==> config.mk <==
export PLATFORM = sky130hd
export DESIGN_NAME = pcap_stream_deframer
export DESIGN_NICKNAME = d
export VERILOG_FILES = /design/src/rtl/psd_pkg.sv /design/src/rtl/pcap_stream_deframer.sv
export SDC_FILE = /design/constraint.sdc
export NUM_CORES = 1
export LEC_CHECK = 0
export BUFFER_PORTS_ARGS = -buffer_cell sky130_fd_sc_hd__buf_4
export CORE_MARGIN = 4
export CORE_UTILIZATION = 52
export CTS_CLUSTER_DIAMETER = 100
export DETAILED_ROUTE_END_ITERATION = 7
export GPL_ROUTABILITY_DRIVEN = 0
export HOLD_SLACK_MARGIN = 0.06
export PLACE_DENSITY = 0.73
export SLEW_MARGIN = 20
export SYNTH_ARGS = -nofsm -noshare
export SYNTH_HDL_FRONTEND = slang
export SYNTH_SLANG_ARGS = --single-unit
==> constraint.sdc <==
create_clock -name clk -period 28.1 [get_ports clk]
set_input_delay 1.405 -clock clk [delete_from_list [all_inputs] [get_ports clk]]
set_output_delay 1.405 -clock clk [all_outputs]
set_load 0.01 [all_outputs]
==> src/rtl/psd_pkg.sv <==
`default_nettype none

package psd_pkg;

  // Capture file framing constants
  localparam logic [31:0] MAGIC_NATIVE = 32'ha1b2c3d4;
  localparam int unsigned GLOBAL_LEN   = 24;
  localparam int unsigned PACKET_LEN   = 16;

  // Header bytes held in the shift line (the final byte arrives live)
  localparam int unsigned HDR_DEPTH = GLOBAL_LEN - 1;
  // Position of the first packet header byte inside the shift line
  localparam int unsigned PKT_BASE  = GLOBAL_LEN - PACKET_LEN;

  // Record kinds
  localparam logic [1:0] REC_GLOBAL  = 2'd0;
  localparam logic [1:0] REC_PACKET  = 2'd1;
  localparam logic [1:0] REC_PAYLOAD = 2'd2;

  // Parse phases
  typedef enum logic [1:0] {
    PH_GLOBAL  = 2'd0,
    PH_PACKET  = 2'd1,
    PH_PAYLOAD = 2'd2
  } phase_t;

  // One result word
  typedef struct packed {
    logic        swapped;
    logic        last;
    logic [7:0]  payload_byte;
    logic [31:0] word_e;
    logic [31:0] word_d;
    logic [31:0] word_c;
    logic [31:0] word_b;
    logic [31:0] word_a;
    logic [15:0] ver_minor;
    logic [15:0] ver_major;
    logic [1:0]  kind;
  } rec_t;

  // Four header bytes in stream order as a 32-bit field
  function automatic logic [31:0] fld32(input logic [7:0] b0, input logic [7:0] b1,
                                        input logic [7:0] b2, input logic [7:0] b3,
                                        input logic sw);
    logic [31:0] v;
    v = sw ? {b0, b1, b2, b3} : {b3, b2, b1, b0};
    return v;
  endfunction

  // Two header bytes in stream order as a 16-bit field
  function automatic logic [15:0] fld16(input logic [7:0] b0, input logic [7:0] b1,
                                        input logic sw);
    logic [15:0] v;
    v = sw ? {b0, b1} : {b1, b0};
    return v;
  endfunction

endpackage

`default_nettype wire

==> src/rtl/pcap_stream_deframer.sv <==
// pcap_stream_deframer: splits a capture-file byte stream into records.
// Input channel in_*: one raw byte per word. Output channel out_*: one
// record per word, its kind in out_tuser: the 24-byte global header once,
// then for each packet a packet header record followed by its payload
// bytes, one per word, with out_tlast on the final byte of a packet.
// A packet whose included length is zero ends with its header record.
// Header bytes that do not complete a header produce no output word.
// A record is registered in the output register (in the skid register on a
// stall) once its last byte is accepted. One byte per cycle while the skid
// is empty; each byte needs a counter update and a shift of the header line.
// The output register is backed by a one-word skid register, so in_tready
// is registered and the block keeps taking a byte while a record waits.
// When the receiver stalls, at most one more record is held in the skid
// register; then in_tready drops until the output drains.
// Reset (rst_n low, synchronous) returns to the global header phase with
// byte order native and no record pending.
`default_nettype none

module pcap_stream_deframer (
  input  wire logic         clk,
  input  wire logic         rst_n,
  // Input: [7:0] stream_byte
  input  wire logic [7:0]   in_tdata,
  input  wire logic         in_tvalid,
  output logic              in_tready,
  // Output: [15:0] ver_major, [31:16] ver_minor, [63:32] word_a,
  // [95:64] word_b, [127:96] word_c, [159:128] word_d, [191:160] word_e,
  // [199:192] payload_byte
  output logic [199:0]      out_tdata,
  // Output: [1:0] record_kind, [2] byte_order_swapped
  output logic [2:0]        out_tuser,
  output logic              out_tlast,
  output logic              out_tvalid,
  input  wire logic         out_tready
);

  psd_pkg::phase_t phase_r, phase_nxt;
  logic [4:0]      count_r, count_nxt;
  logic            swap_r, swap_nxt;
  logic [31:0]     remain_r, remain_nxt;
  logic [7:0]      hdr_r [0:psd_pkg::HDR_DEPTH-1];

  psd_pkg::rec_t   res;
  logic            res_vld;
  psd_pkg::rec_t   out_r, skid_r;
  logic            out_vld_r, skid_vld_r;

  logic            accept;
  logic            drain;
  logic            shift_en;
  logic [7:0]      b;
  logic [31:0]     magic;
  logic            sw_new;
  logic [31:0]     incl;

  assign b      = in_tdata;
  assign accept = in_tvalid && in_tready;
  assign drain  = !out_vld_r || out_tready;

  // Header shift line: oldest byte at index 0
  always_ff @(posedge clk) begin
    if (shift_en) begin
      for (int i = 0; i < psd_pkg::HDR_DEPTH - 1; i++) begin
        hdr_r[i] <= hdr_r[i+1];
      end
      hdr_r[psd_pkg::HDR_DEPTH-1] <= b;
    end
  end

  // Global magic, with the final byte still on the input
  assign magic  = {hdr_r[3], hdr_r[2], hdr_r[1], hdr_r[0]};
  assign sw_new = (magic != psd_pkg::MAGIC_NATIVE);
  assign incl   = psd_pkg::fld32(hdr_r[psd_pkg::PKT_BASE+8], hdr_r[psd_pkg::PKT_BASE+9],
                                 hdr_r[psd_pkg::PKT_BASE+10], hdr_r[psd_pkg::PKT_BASE+11],
                                 swap_r);

  // Parser next state and result
  always_comb begin
    phase_nxt  = phase_r;
    count_nxt  = count_r;
    swap_nxt   = swap_r;
    remain_nxt = remain_r;
    shift_en   = 1'b0;
    res_vld    = 1'b0;
    res        = '0;
    res.swapped = swap_r;

    unique case (phase_r)
      psd_pkg::PH_PAYLOAD: begin
        res.kind         = psd_pkg::REC_PAYLOAD;
        res.payload_byte = b;
        res.last         = (remain_r <= 32'd1);
        if (accept) begin
          res_vld = 1'b1;
          if (remain_r <= 32'd1) begin
            remain_nxt = '0;
            phase_nxt  = psd_pkg::PH_PACKET;
            count_nxt  = '0;
          end else begin
            remain_nxt = remain_r - 32'd1;
          end
        end
      end

      psd_pkg::PH_GLOBAL: begin
        res.kind      = psd_pkg::REC_GLOBAL;
        res.swapped   = sw_new;
        res.ver_major = psd_pkg::fld16(hdr_r[4], hdr_r[5], sw_new);
        res.ver_minor = psd_pkg::fld16(hdr_r[6], hdr_r[7], sw_new);
        res.word_a    = magic;
        res.word_b = psd_pkg::fld32(hdr_r[8], hdr_r[9], hdr_r[10], hdr_r[11], sw_new);
        res.word_c = psd_pkg::fld32(hdr_r[12], hdr_r[13], hdr_r[14], hdr_r[15], sw_new);
        res.word_d = psd_pkg::fld32(hdr_r[16], hdr_r[17], hdr_r[18], hdr_r[19], sw_new);
        res.word_e = psd_pkg::fld32(hdr_r[20], hdr_r[21], hdr_r[22], b, sw_new);
        if (accept) begin
          shift_en = 1'b1;
          if (count_r == 5'(psd_pkg::GLOBAL_LEN - 1)) begin
            res_vld   = 1'b1;
            swap_nxt  = sw_new;
            count_nxt = '0;
            phase_nxt = psd_pkg::PH_PACKET;
          end else begin
            count_nxt = count_r + 5'd1;
          end
        end
      end

      // Packet header phase; the unused code behaves the same
      default: begin
        res.kind   = psd_pkg::REC_PACKET;
        res.word_a = psd_pkg::fld32(hdr_r[psd_pkg::PKT_BASE+0], hdr_r[psd_pkg::PKT_BASE+1],
                                    hdr_r[psd_pkg::PKT_BASE+2], hdr_r[psd_pkg::PKT_BASE+3],
                                    swap_r);
        res.word_b = psd_pkg::fld32(hdr_r[psd_pkg::PKT_BASE+4], hdr_r[psd_pkg::PKT_BASE+5],
                                    hdr_r[psd_pkg::PKT_BASE+6], hdr_r[psd_pkg::PKT_BASE+7],
                                    swap_r);
        res.word_c = incl;
        res.word_d = psd_pkg::fld32(hdr_r[psd_pkg::PKT_BASE+12],
                                    hdr_r[psd_pkg::PKT_BASE+13],
                                    hdr_r[psd_pkg::PKT_BASE+14], b, swap_r);
        if (accept) begin
          shift_en = 1'b1;
          if (count_r == 5'(psd_pkg::PACKET_LEN - 1)) begin
            res_vld   = 1'b1;
            count_nxt = '0;
            if (incl == 32'd0) begin
              remain_nxt = '0;
              phase_nxt  = psd_pkg::PH_PACKET;
            end else begin
              remain_nxt = incl;
              phase_nxt  = psd_pkg::PH_PAYLOAD;
            end
          end else begin
            count_nxt = count_r + 5'd1;
            phase_nxt = psd_pkg::PH_PACKET;
          end
        end
      end
    endcase
  end

  // Parser state registers
  always_ff @(posedge clk) begin
    if (!rst_n) begin
      phase_r  <= psd_pkg::PH_GLOBAL;
      count_r  <= '0;
      swap_r   <= 1'b0;
      remain_r <= '0;
    end else begin
      phase_r  <= phase_nxt;
      count_r  <= count_nxt;
      swap_r   <= swap_nxt;
      remain_r <= remain_nxt;
    end
  end

  // Output register with skid word; input is blocked only while skid is full
  always_ff @(posedge clk) begin
    if (!rst_n) begin
      out_vld_r  <= 1'b0;
      skid_vld_r <= 1'b0;
    end else if (drain) begin
      if (skid_vld_r) begin
        out_vld_r  <= 1'b1;
        skid_vld_r <= 1'b0;
      end else begin
        out_vld_r <= res_vld;
      end
    end else if (res_vld) begin
      skid_vld_r <= 1'b1;
    end
  end

  always_ff @(posedge clk) begin
    if (drain) begin
      out_r <= skid_vld_r ? skid_r : res;
    end else if (res_vld) begin
      skid_r <= res;
    end
  end

  assign in_tready  = !skid_vld_r;
  assign out_tvalid = out_vld_r;
  assign out_tlast  = out_r.last;
  assign out_tuser  = {out_r.swapped, out_r.kind};
  assign out_tdata  = {out_r.payload_byte, out_r.word_e, out_r.word_d, out_r.word_c,
                       out_r.word_b, out_r.word_a, out_r.ver_minor,
                       out_r.ver_major};

endmodule

`default_nettype wire
==> results of run 1 <==
[state kept, by name, indices dropped and copies added, names as in the netlist]
name	cells
count_r	5
skid_vld_r	1
swap_r	1
skid_r	204
out_tvalid	1
out_tdata	200
remain_r	32
out_tuser	3
phase_r	2
out_tlast	1
hdr_r	184
[cells by family (layout without fill, tap and decap cells)]
kind of cell | count (synthesis) | count (layout)
flops | 634 | 634
mux | 427 | 427
simple gates | 397 | 397
compound gates | 312 | 312
buf+inv | 140 | 366
fa+ha+maj | 5 | 5
xor+xnor | 4 | 4
other cells | 0 | 1
[metal layers]
layer	share of wire, %	global-route usage [%]	wire, microns	vias up
li1	-	-	-	7775
met1	41	32.9	28200	8684
met2	48	37.1	32600	762
met3	7.7	4.59	5270	149
met4	3.3	8.58	2280	0
met5	0	0	0	-
[power by group through the flow]
stage                     registers, mW  clock network, mW  logic, mW
after global placement             1.11                  0     0.0909
final                              1.09              0.854     0.0931
after floorplan                    1.11                  0     0.0407
after global routing               1.10              0.912      0.100
after CTS                          1.09              0.867     0.0935
after detailed placement           1.11                  0     0.0927
[synthesized netlist by cell type, types with 7 or more instances]
cell type and n:
buf_1 18, clkbuf_1 91, nand2_1 175, mux2_2 168
dfxtp_1 42, nand3_1 18, a21oi_1 30, o22ai_1 68
edfxtp_1 592, nor2_1 102, o21ai_0 85, a31oi_1 8
mux2i_1 259, and2_1 10, inv_1 9, nor4_1 15
o31ai_1 69, buf_2 18, a21o_1 7, nor3_1 23
nand4_1 12
[path summary, 6_finish.rpt]
kind	depth (start not counted)	slack [ns]	endpoint
worst min-delay path	0	0.47	hdr_r[0][7]$_DFFE_PP_
worst max register to register	8	24.13	out_tdata[156]$_DFFE_PP_
worst max-delay path	8	24.13	out_tdata[156]$_DFFE_PP_
worst min register to register	0	0.47	hdr_r[0][7]$_DFFE_PP_
[cells in the final DEF (no fill, tap or decap), types with 30 or more instances in the layout]
cell type / count
dfxtp_1: 40
nand2_1: 175
o22ai_1: 68
o21ai_0: 85
mux2i_1: 259
o31ai_1: 69
edfxtp_1: 592
buf_4: 230
a21oi_1: 30
mux2_2: 168
clkbuf_16: 70
nor2_1: 100
[area by class of cell]
class / instances / share of cell area (%)
flip-flops and latches: 634 / 58.3
multi-input cells: 1145 / 26.5
repair buffers: 236 / 5.80
clock buffers: 89 / 5.74
well taps: 688 / 2.70
clock inverters: 31 / 0.823
inverters: 10 / 0.133
diodes: 1 / 0.00784
[metrics by stage]
stage          hold slack [ns]  worst slack [ns]  utilization (%)  area [sq um]  cells
2_1_floorplan            0.440              1.46                -         27600   1919
3_3_place_gp             0.453             24.01             56.6         29700   2710
3_5_place_dp             0.458             23.93             56.7         29800   2712
4_1_cts                  0.473             23.92             60.7         31900   2832
5_1_grt                  0.488             23.95             60.8         31900   2833
6_report                 0.474             24.13             60.8         31900   2834
==> results.yml, run 1 <==
power:
  p_int_mw: 1.60
  power_mw: 2.04
  leakage_nw: 10.8
  vdd_drop_max_mv: 0.0408
  p_clk_share_pct: 41.8
  power.density_nw_per_um2: 64.0
  power.net_switching_uw: 445
  p_comb_share_pct: 4.6
  switching_share_pct: 21.8
  seq_power_share_pct: 53.6
timing:
  finalSetupTns_ns: 0
  period_needed_ns: 3.97
  fin_skew_ns: 0.0254
  rsz0062_at_grt: "false"
  timing.final.max_slew_violations: 0
  timing.final.setup_violations: 0
  final_hold_viol_count: 0
  worst_pin_slew_ns: 1.16
  fmax_mhz: 252
  slew_headroom_pct: 22.9
  finalCritPeriodShare_pct: 14.1
worst_setup_path:
  start_kind: "flop"
  critPathBufInv: 2
  crit_path_max_incr_delay_ns: 0.88
  critPathTopFamily: "buffers and inverters"
  startpoint: "hdr_r[0][22]$_DFFE_PP_"
  worstPathCellList: "nor4b_1 > nand4_1 > nor4_2 > buf_4 > buf_6 > mux2i_1 > o22ai_1 > mux2_2"
  cp_max_fo: 67
  required_ns: 28.46
  cp_slowest_cell: "buf_4"
  worstSetupEndpointType: "flop"
  path_class: "reg2reg"
  reg2reg_from: "hdr_r[0][22]$_DFFE_PP_"
  cp.arrival_ns: 4.34
yosys:
  synthMuxAreaShare_pct: 16.3
  async_flop_share_pct: 0
  synth_ff_type: "edfxtp_1"
  synth_nets: 1936
  avgSynthCellArea_sq_um: 14.4
  netlist.area_leader.share_pct: 64.4
  synth_edf_count: 592
  synth_area_sq_um: 27600
  synth_area_leader_cell: "edfxtp_1"
  synth_top_family_by_area: "multiplexers"
  synth-xor-area-share_pct: 0.127
  synthAdderAreaFrac_pct: 0.227
  yosysSeqAreaShare_pct: 67.5
  synth_cell_types: 72
  synthSimpleGateAreaFrac_pct: 6.61
  netlist_instances: 1919
  synth_compound_area_share_pct: 7.28
  yosys_warnings: 0
  synth_area_leaders: "edfxtp_1, mux2i_1, mux2_2"
  ys_seq_elements: 634
run_status:
  status: "complete, no violations"
routing:
  dr.pass1.iters: 8
  drtIter0Drc: 1996
  wl_microns: 68400
  final_antenna_net_count: 0
  drc_errors: 0
  vias: 17370
  vias_per_cell: 6.13
  routedWlPerCell_microns: 24.1
placement:
  port-buffer-count: 217
  dp_hpwl_microns: 43500
die:
  dieArea_sq_um: 56800
  die_w_microns: 238
  start_util_pct: 52.5
  fp.dieH_microns: 238
  rows: 84
  num_io_pins: 218
  coreArea_sq_um: 52600
clock_tree:
  cts_hold_buf: 0
  cts_buffer_depth: 3
  cts_setup_buffers: 0
  clock-sinks: 634
  cts_root_buffer: "clkbuf_16"
  cts_resized: 0
  h-tree-depth: 3
  numCtsBuffers: 67
  worstSkewPairLatency_ns: 0.61
  clk_pin_slew_worst_paths_ns: 0.06
  cts_tree: "yes"
layout:
  syn_to_final_growth_pct: 15.7
  fin_nets: 2111
  drive_gt1_share_pct: 24.3
  register_area_sq_um: 18600
  multi_input_area_sq_um: 8450
  n_fill_cell: 3999
global_route:
  grt_pass1_wl_microns: 103000
  grt_max_degree: 205
  antenna_found_initial: 0
  first_global_vias: 16711
  grt_use_total_pct: 23.5
  grt-ovfl-total: 0
min_path:
  hp-class: "reg2reg"
  hold_start: "hdr_r[0][15]$_DFFE_PP_"
job:
  maxCapViolCount: 0
(Power assumes the default switching activity.)
==> run 2: changes to the inputs <==
==> constraint.sdc (replaced) <==
create_clock -name clk -period 3.5 [get_ports clk]
set_input_delay 0.175 -clock clk [delete_from_list [all_inputs] [get_ports clk]]
set_output_delay 0.175 -clock clk [all_outputs]
set_load 0.01 [all_outputs]
==> results.yml, run 2 (synthesis gave the netlist of run 1 again) <==
power:
  p_comb_share_pct: 4.7
  leakage_nw: 11.1
  p_clk_share_pct: 41.8
  power.net_switching_mw: 3.51
  power_mw: 16.4
  vdd_drop_max_mv: 0.322
  p_int_mw: 12.9
  power.density_nw_per_um2: 507
  seq_power_share_pct: 53.5
  switching_share_pct: 21.4
die:
  die_w_microns: 238
  dieArea_sq_um: 56800
  start_util_pct: 52.5
  fp.dieH_microns: 238
  rows: 84
  coreArea_sq_um: 52600
  num_io_pins: 218
placement:
  port-buffer-count: 217
  dpl_cell_area_sq_um: 30200
  dp_hpwl_microns: 45300
  dp.cells: 2741
layout:
  drive_gt1_share_pct: 25.4
  diodes: 0
  fin_area_sq_um: 32400
  largest_reg_flops: 204
  final_common_cell: "edfxtp_1"
  final_cell_mix: "edfxtp_1, mux2i_1, buf_4"
  fin_nets: 2148
  top_register: "skid_r"
  syn_to_final_growth_pct: 17.4
  fin_cells: 2866
clock_tree:
  cts_buffer_depth: 3
  cts_hold_buf: 10
  h-tree-depth: 3
  worstSkewPairLatency_ns: 0.60
  cts_root_buffer: "clkbuf_16"
  cts_setup_buffers: 0
  clk_pin_slew_worst_paths_ns: 0.06
  cts_tree: "yes"
  cts_resized: 0
  clock-sinks: 634
  numCtsBuffers: 66
global_route:
  grt_use_total_pct: 23.5
  antenna_found_initial: 1
  first_global_vias: 16895
  grt_max_degree: 120
  grt-ovfl-total: 0
  grt_pass1_wl_microns: 104000
worst_setup_path:
  start_kind: "flop"
  worstSetupEndpointType: "flop"
  reg2reg_from: "hdr_r[0][27]$_DFFE_PP_"
  required_ns: 3.84
  path_class: "reg2reg"
  startpoint: "hdr_r[0][27]$_DFFE_PP_"
  cp_max_fo: 30
  cp.arrival_ns: 3.37
timing:
  period_needed_ns: 3.03
  whs_ns: 0.257
  finalCritPeriodShare_pct: 86.6
  fin_skew_ns: 0.0231
  worst_pin_slew_ns: 0.960
  fmax_mhz: 330
  slew_headroom_pct: 36.0
  final_hold_viol_count: 0
  finalSetupTns_ns: 0
  timing.final.setup_violations: 0
  timing.final.max_slew_violations: 0
  rsz0062_at_grt: "false"
routing:
  wl_microns: 68300
  drc_errors: 0
  final_antenna_net_count: 0
  vias_per_cell: 6.06
  routedWlPerCell_microns: 23.8
  vias: 17371
  drtIter0Drc: 2100
  dr.pass1.iters: 5
min_path:
  hp-class: "in2reg"
  hold_start: "out_tready"
job:
  maxCapViolCount: 0
run_status:
  status: "complete, no violations"
run 2: changes by cell type in the layout (fill, tap and decap cells not counted), moves of 2 or more:
| cell | before | now |
|---|---|---|
| clkbuf_1 | 18 | 10 |
| clkinv_2 | 9 | 12 |
| dfxtp_1 | 40 | 38 |
| inv_6 | 4 | 2 |
| clkinv_4 | 1 | 3 |
| dlygate4sd3_1 | 0 | 10 |
| buf_12 | 3 | 18 |
| buf_4 | 230 | 246 |
| buf_16 | 2 | 0 |
| clkinv_8 | 2 | 0 |
run 2: power groups by stage:
stage / combinational, mW / sequential, mW / clock [mW]
after floorplan: 0.328 / 8.91 / 0
after global placement: 0.748 / 8.93 / 0
after detailed placement: 0.762 / 8.95 / 0
after CTS: 0.777 / 8.79 / 6.97
after global routing: 0.833 / 8.81 / 7.31
final: 0.775 / 8.79 / 6.86
run 2: critical path, cell delays in order, from the launching register on:
cell      delay [ns]
edfxtp_1        0.42
nor4b_1         0.36
nand4_1         0.17
nor4_2          0.32
buf_12          0.29
buf_4           0.26
mux2i_1         0.29
o21ai_0         0.27
mux2_2          0.37
run 2: path summary, 6_finish.rpt:
kind / end / slack, ns / cells past startpoint
max: out_tdata[122]$_DFFE_PP_ / 0.47 / 8
min: skid_vld_r$_SDFFE_PP0P_ / 0.26 / 3
max reg2reg: out_tdata[122]$_DFFE_PP_ / 0.47 / 8
min reg2reg: hdr_r[0][5]$_DFFE_PP_ / 0.48 / 0
run 2: metrics by stage:
stage	setup slack (ns)	util (%)
6_report	0.470	61.7
5_1_grt	0.279	61.7
2_1_floorplan	-13.40	-
3_5_place_dp	0.587	57.5
4_1_cts	0.551	61.7
3_3_place_gp	0.652	57.5
run 2: layer usage:
layer	global-route usage [%]	wire length, microns	part of all wire (%)
met3	3.71	4670	6.8
met5	0	0	0
met4	8.34	2230	3.3
met1	32.4	28100	41
met2	38.3	33300	49
run 2: final cells by class:
class | count | area, sq um
Fill cell | 3896 | 20200
Clock buffer | 82 | 1830
Clock inverter | 33 | 270
Tap cell | 688 | 861
Inverter | 10 | 47.5
Sequential cell | 634 | 18600
Multi-Input combinational cell | 1145 | 8450
Timing Repair Buffer | 274 | 2310
==> run 3: changes to the inputs <==
--- a/config.mk
+++ b/config.mk
@@ -5,6 +5,7 @@
 export SDC_FILE = /design/constraint.sdc
 export NUM_CORES = 1
 export LEC_CHECK = 0
+export ABC_AREA = 1
 export BUFFER_PORTS_ARGS = -buffer_cell sky130_fd_sc_hd__buf_4
 export CORE_MARGIN = 4
 export CORE_UTILIZATION = 52
@@ -12,7 +13,7 @@
 export DETAILED_ROUTE_END_ITERATION = 7
 export GPL_ROUTABILITY_DRIVEN = 0
 export HOLD_SLACK_MARGIN = 0.06
-export PLACE_DENSITY = 0.73
+export PLACE_DENSITY_LB_ADDON = 0.08
 export SLEW_MARGIN = 20
 export SYNTH_ARGS = -nofsm -noshare
 export SYNTH_HDL_FRONTEND = slang
==> results.yml, run 3 <==
run_status:
  status: "complete, no violations"
timing:
  fmax_mhz: 371
  finalCritPeriodShare_pct: 76.9
  whs_ns: 0.109
  timing.final.setup_violations: 0
  timing.final.max_slew_violations: 0
  rsz0062_at_grt: "false"
  slew_headroom_pct: 18.4
  worst_pin_slew_ns: 1.22
  fin_ws_ns: 0.808
  period_needed_ns: 2.69
  fin_skew_ns: 0.0234
  final_hold_viol_count: 0
  finalSetupTns_ns: 0
power:
  vdd_drop_max_mv: 0.335
  seq_power_share_pct: 52.6
  p_clk_share_pct: 42.3
  p_comb_share_pct: 5.1
  p_int_mw: 12.9
  leakage_nw: 14.1
  power.net_switching_mw: 3.70
  switching_share_pct: 22.3
  power.density_nw_per_um2: 503
clock_tree:
  h-tree-depth: 3
  numCtsBuffers: 69
  cts_setup_buffers: 0
  cts_root_buffer: "clkbuf_16"
  clk_pin_slew_worst_paths_ns: 0.06
  clock-sinks: 634
  cts_tree: "yes"
  cts_buffer_depth: 3
  worstSkewPairLatency_ns: 0.61
die:
  die_w_microns: 242
  dieArea_sq_um: 58600
  start_util_pct: 52.8
  fp.dieH_microns: 242
  rows: 85
  num_io_pins: 218
  coreArea_sq_um: 54000
routing:
  vias: 21447
  drc_errors: 0
  wl_microns: 78000
  vias_per_cell: 5.72
  drtIter0Drc: 2609
  routedWlPerCell_microns: 20.8
  final_antenna_net_count: 0
  dr.pass1.iters: 7
placement:
  dp.cells: 3617
  dp_hpwl_microns: 52300
  pre_cts_slack_ns: 0.835
  dpl_cell_area_sq_um: 30800
  port-buffer-count: 217
global_route:
  grt_pass1_wl_microns: 119000
  grt-ovfl-total: 0
  first_global_vias: 19746
  grt_max_degree: 232
  grt_use_total_pct: 25.9
  antenna_found_initial: 0
layout:
  final_cell_mix: "nand2_1, edfxtp_1, inv_1"
  largest_reg_flops: 204
  fin_nets: 3019
  syn_to_final_growth_pct: 15.9
  fin_cells: 3747
  n_fill_cell: 4496
  final_common_cell: "nand2_1"
  diodes: 0
  top_register: "skid_r"
  fin_area_sq_um: 33000
  drive_gt1_share_pct: 12.1
yosys:
  ys_seq_elements: 634
  yosysMostFrequentCell: "nand2_1"
  synth_edf_count: 592
  yosysSeqAreaShare_pct: 65.3
  avgSynthCellArea_sq_um: 10.0
  synth_common_cells: "nand2_1, edfxtp_1, inv_1"
  synth_nets: 2861
  async_flop_share_pct: 0
  netlist_instances: 2844
  netlist.area_leader.share_pct: 62.4
  yosys_warnings: 0
  synth_area_leaders: "edfxtp_1, nand2_1, nand3_1"
  synth_area_sq_um: 28500
  synth_cell_types: 32
  synth_area_leader_cell: "edfxtp_1"
  synth_ff_type: "edfxtp_1"
worst_setup_path:
  required_ns: 3.77
  r2r_slack_ns: 0.81
  path_class: "reg2reg"
  timing.rr.end: "skid_r[9]$_DFFE_PP_"
  cp_max_fo: 57
  worstSetupEndpointType: "flop"
  start_kind: "flop"
  reg2reg_from: "count_r[0]$_SDFFE_PN0P_"
  reg2reg_depth: 10
  cp.arrival_ns: 2.96
job:
  maxCapViolCount: 0
min_path:
  hp-class: "in2reg"
  hold_path_end: "skid_vld_r$_SDFFE_PP0P_"
  hold_start: "out_tready"
  whs_path_depth: 4
==> run 3: changes by cell type after synthesis, moves of 68 or more <==
cell,before,now
o21ai_0,85,227
nor2_1,102,235
o22ai_1,68,0
a31oi_1,8,98
inv_1,9,295
nand3_1,18,233
a21oi_1,30,127
nand2_1,175,664
o31ai_1,69,0
mux2_2,168,0
mux2i_1,259,0
==> run 3: cells by family after synthesis <==
group	after synthesis	share of synthesized area (%)
adders and majority gates	5	0.219
and+or+nand+nor	1160	16.5
AOI/OAI and AO/OA	556	10.9
DFF	634	65.3
buffers and inverters	469	6.44
xor gates and xnor gates	20	0.614
==> run 3: worst max-delay path, cell delays in order, from the launching register on <==
cell and delay [ns]:
dfxtp_1 0.39, ha_1 0.19, nand2_1 0.10, nor2_1 0.16, ha_1 0.22, inv_1 0.07, a22oi_2 0.23, nand2_1 0.14
nor2_4 0.16, buf_12 0.28, buf_12 0.33
==> run 3: per-stage QoR <==
step / utilization (%) / total power [mW]
after detailed placement: 57.0 / 9.73
after global routing: 61.1 / 17.2
after CTS: 61.1 / 16.7
after global placement: 57.0 / 9.71
final: 61.1 / 16.6
after floorplan: - / 9.25
==> run 3: worst max path at each step <==
stage	start	end	slack [ns]
finish	count_r[0]$_SDFFE_PN0P_	skid_r[9]$_DFFE_PP_	0.81
global route	count_r[0]$_SDFFE_PN0P_	skid_r[17]$_DFFE_PP_	0.61
CTS	count_r[0]$_SDFFE_PN0P_	skid_r[187]$_DFFE_PP_	0.83
detailed placement	count_r[0]$_SDFFE_PN0P_	skid_r[12]$_DFFE_PP_	0.83
global placement	swap_r$_SDFFE_PN0P_	phase_r[1]$_SDFFE_PN0P_	0.90
floorplan	out_tvalid$_SDFFE_PN0P_	skid_r[0]$_DFFE_PP_	-1.25
==> run 3: final cells by class <==
type | instances | area, sq um | area share [%]
tap | 696 | 871 | 2.64
clock buffer | 82 | 1780 | 5.38
multi-input combinational | 1741 | 8120 | 24.6
inverter | 299 | 1130 | 3.42
sequential | 634 | 18600 | 56.4
clock inverter | 38 | 374 | 1.13
timing repair buffer | 257 | 2130 | 6.45
==> run 3: timing repair <==
item                                   4_1_cts  5_1_grt
gates resized for setup                      0        0
endpoints found under the hold margin       55        0
hold buffers                                10        0
==> run 3: power by group through the flow <==
stage,registers (mW),clock network (mW),logic [mW]
after global routing,8.75,7.48,0.929
after global placement,8.89,0,0.822
after floorplan,8.89,0,0.361
final,8.73,7.02,0.851
after CTS,8.74,7.15,0.851
after detailed placement,8.89,0,0.837
==> run 3: metal layers <==
metal | track usage, % | share of wire [%] | vias up
met5 | 0 | 0 | -
met2 | 41.1 | 47 | 1045
li1 | - | - | 10088
met4 | 8.21 | 2.9 | 0
met1 | 37.0 | 42 | 10176
met3 | 4.24 | 8.0 | 138
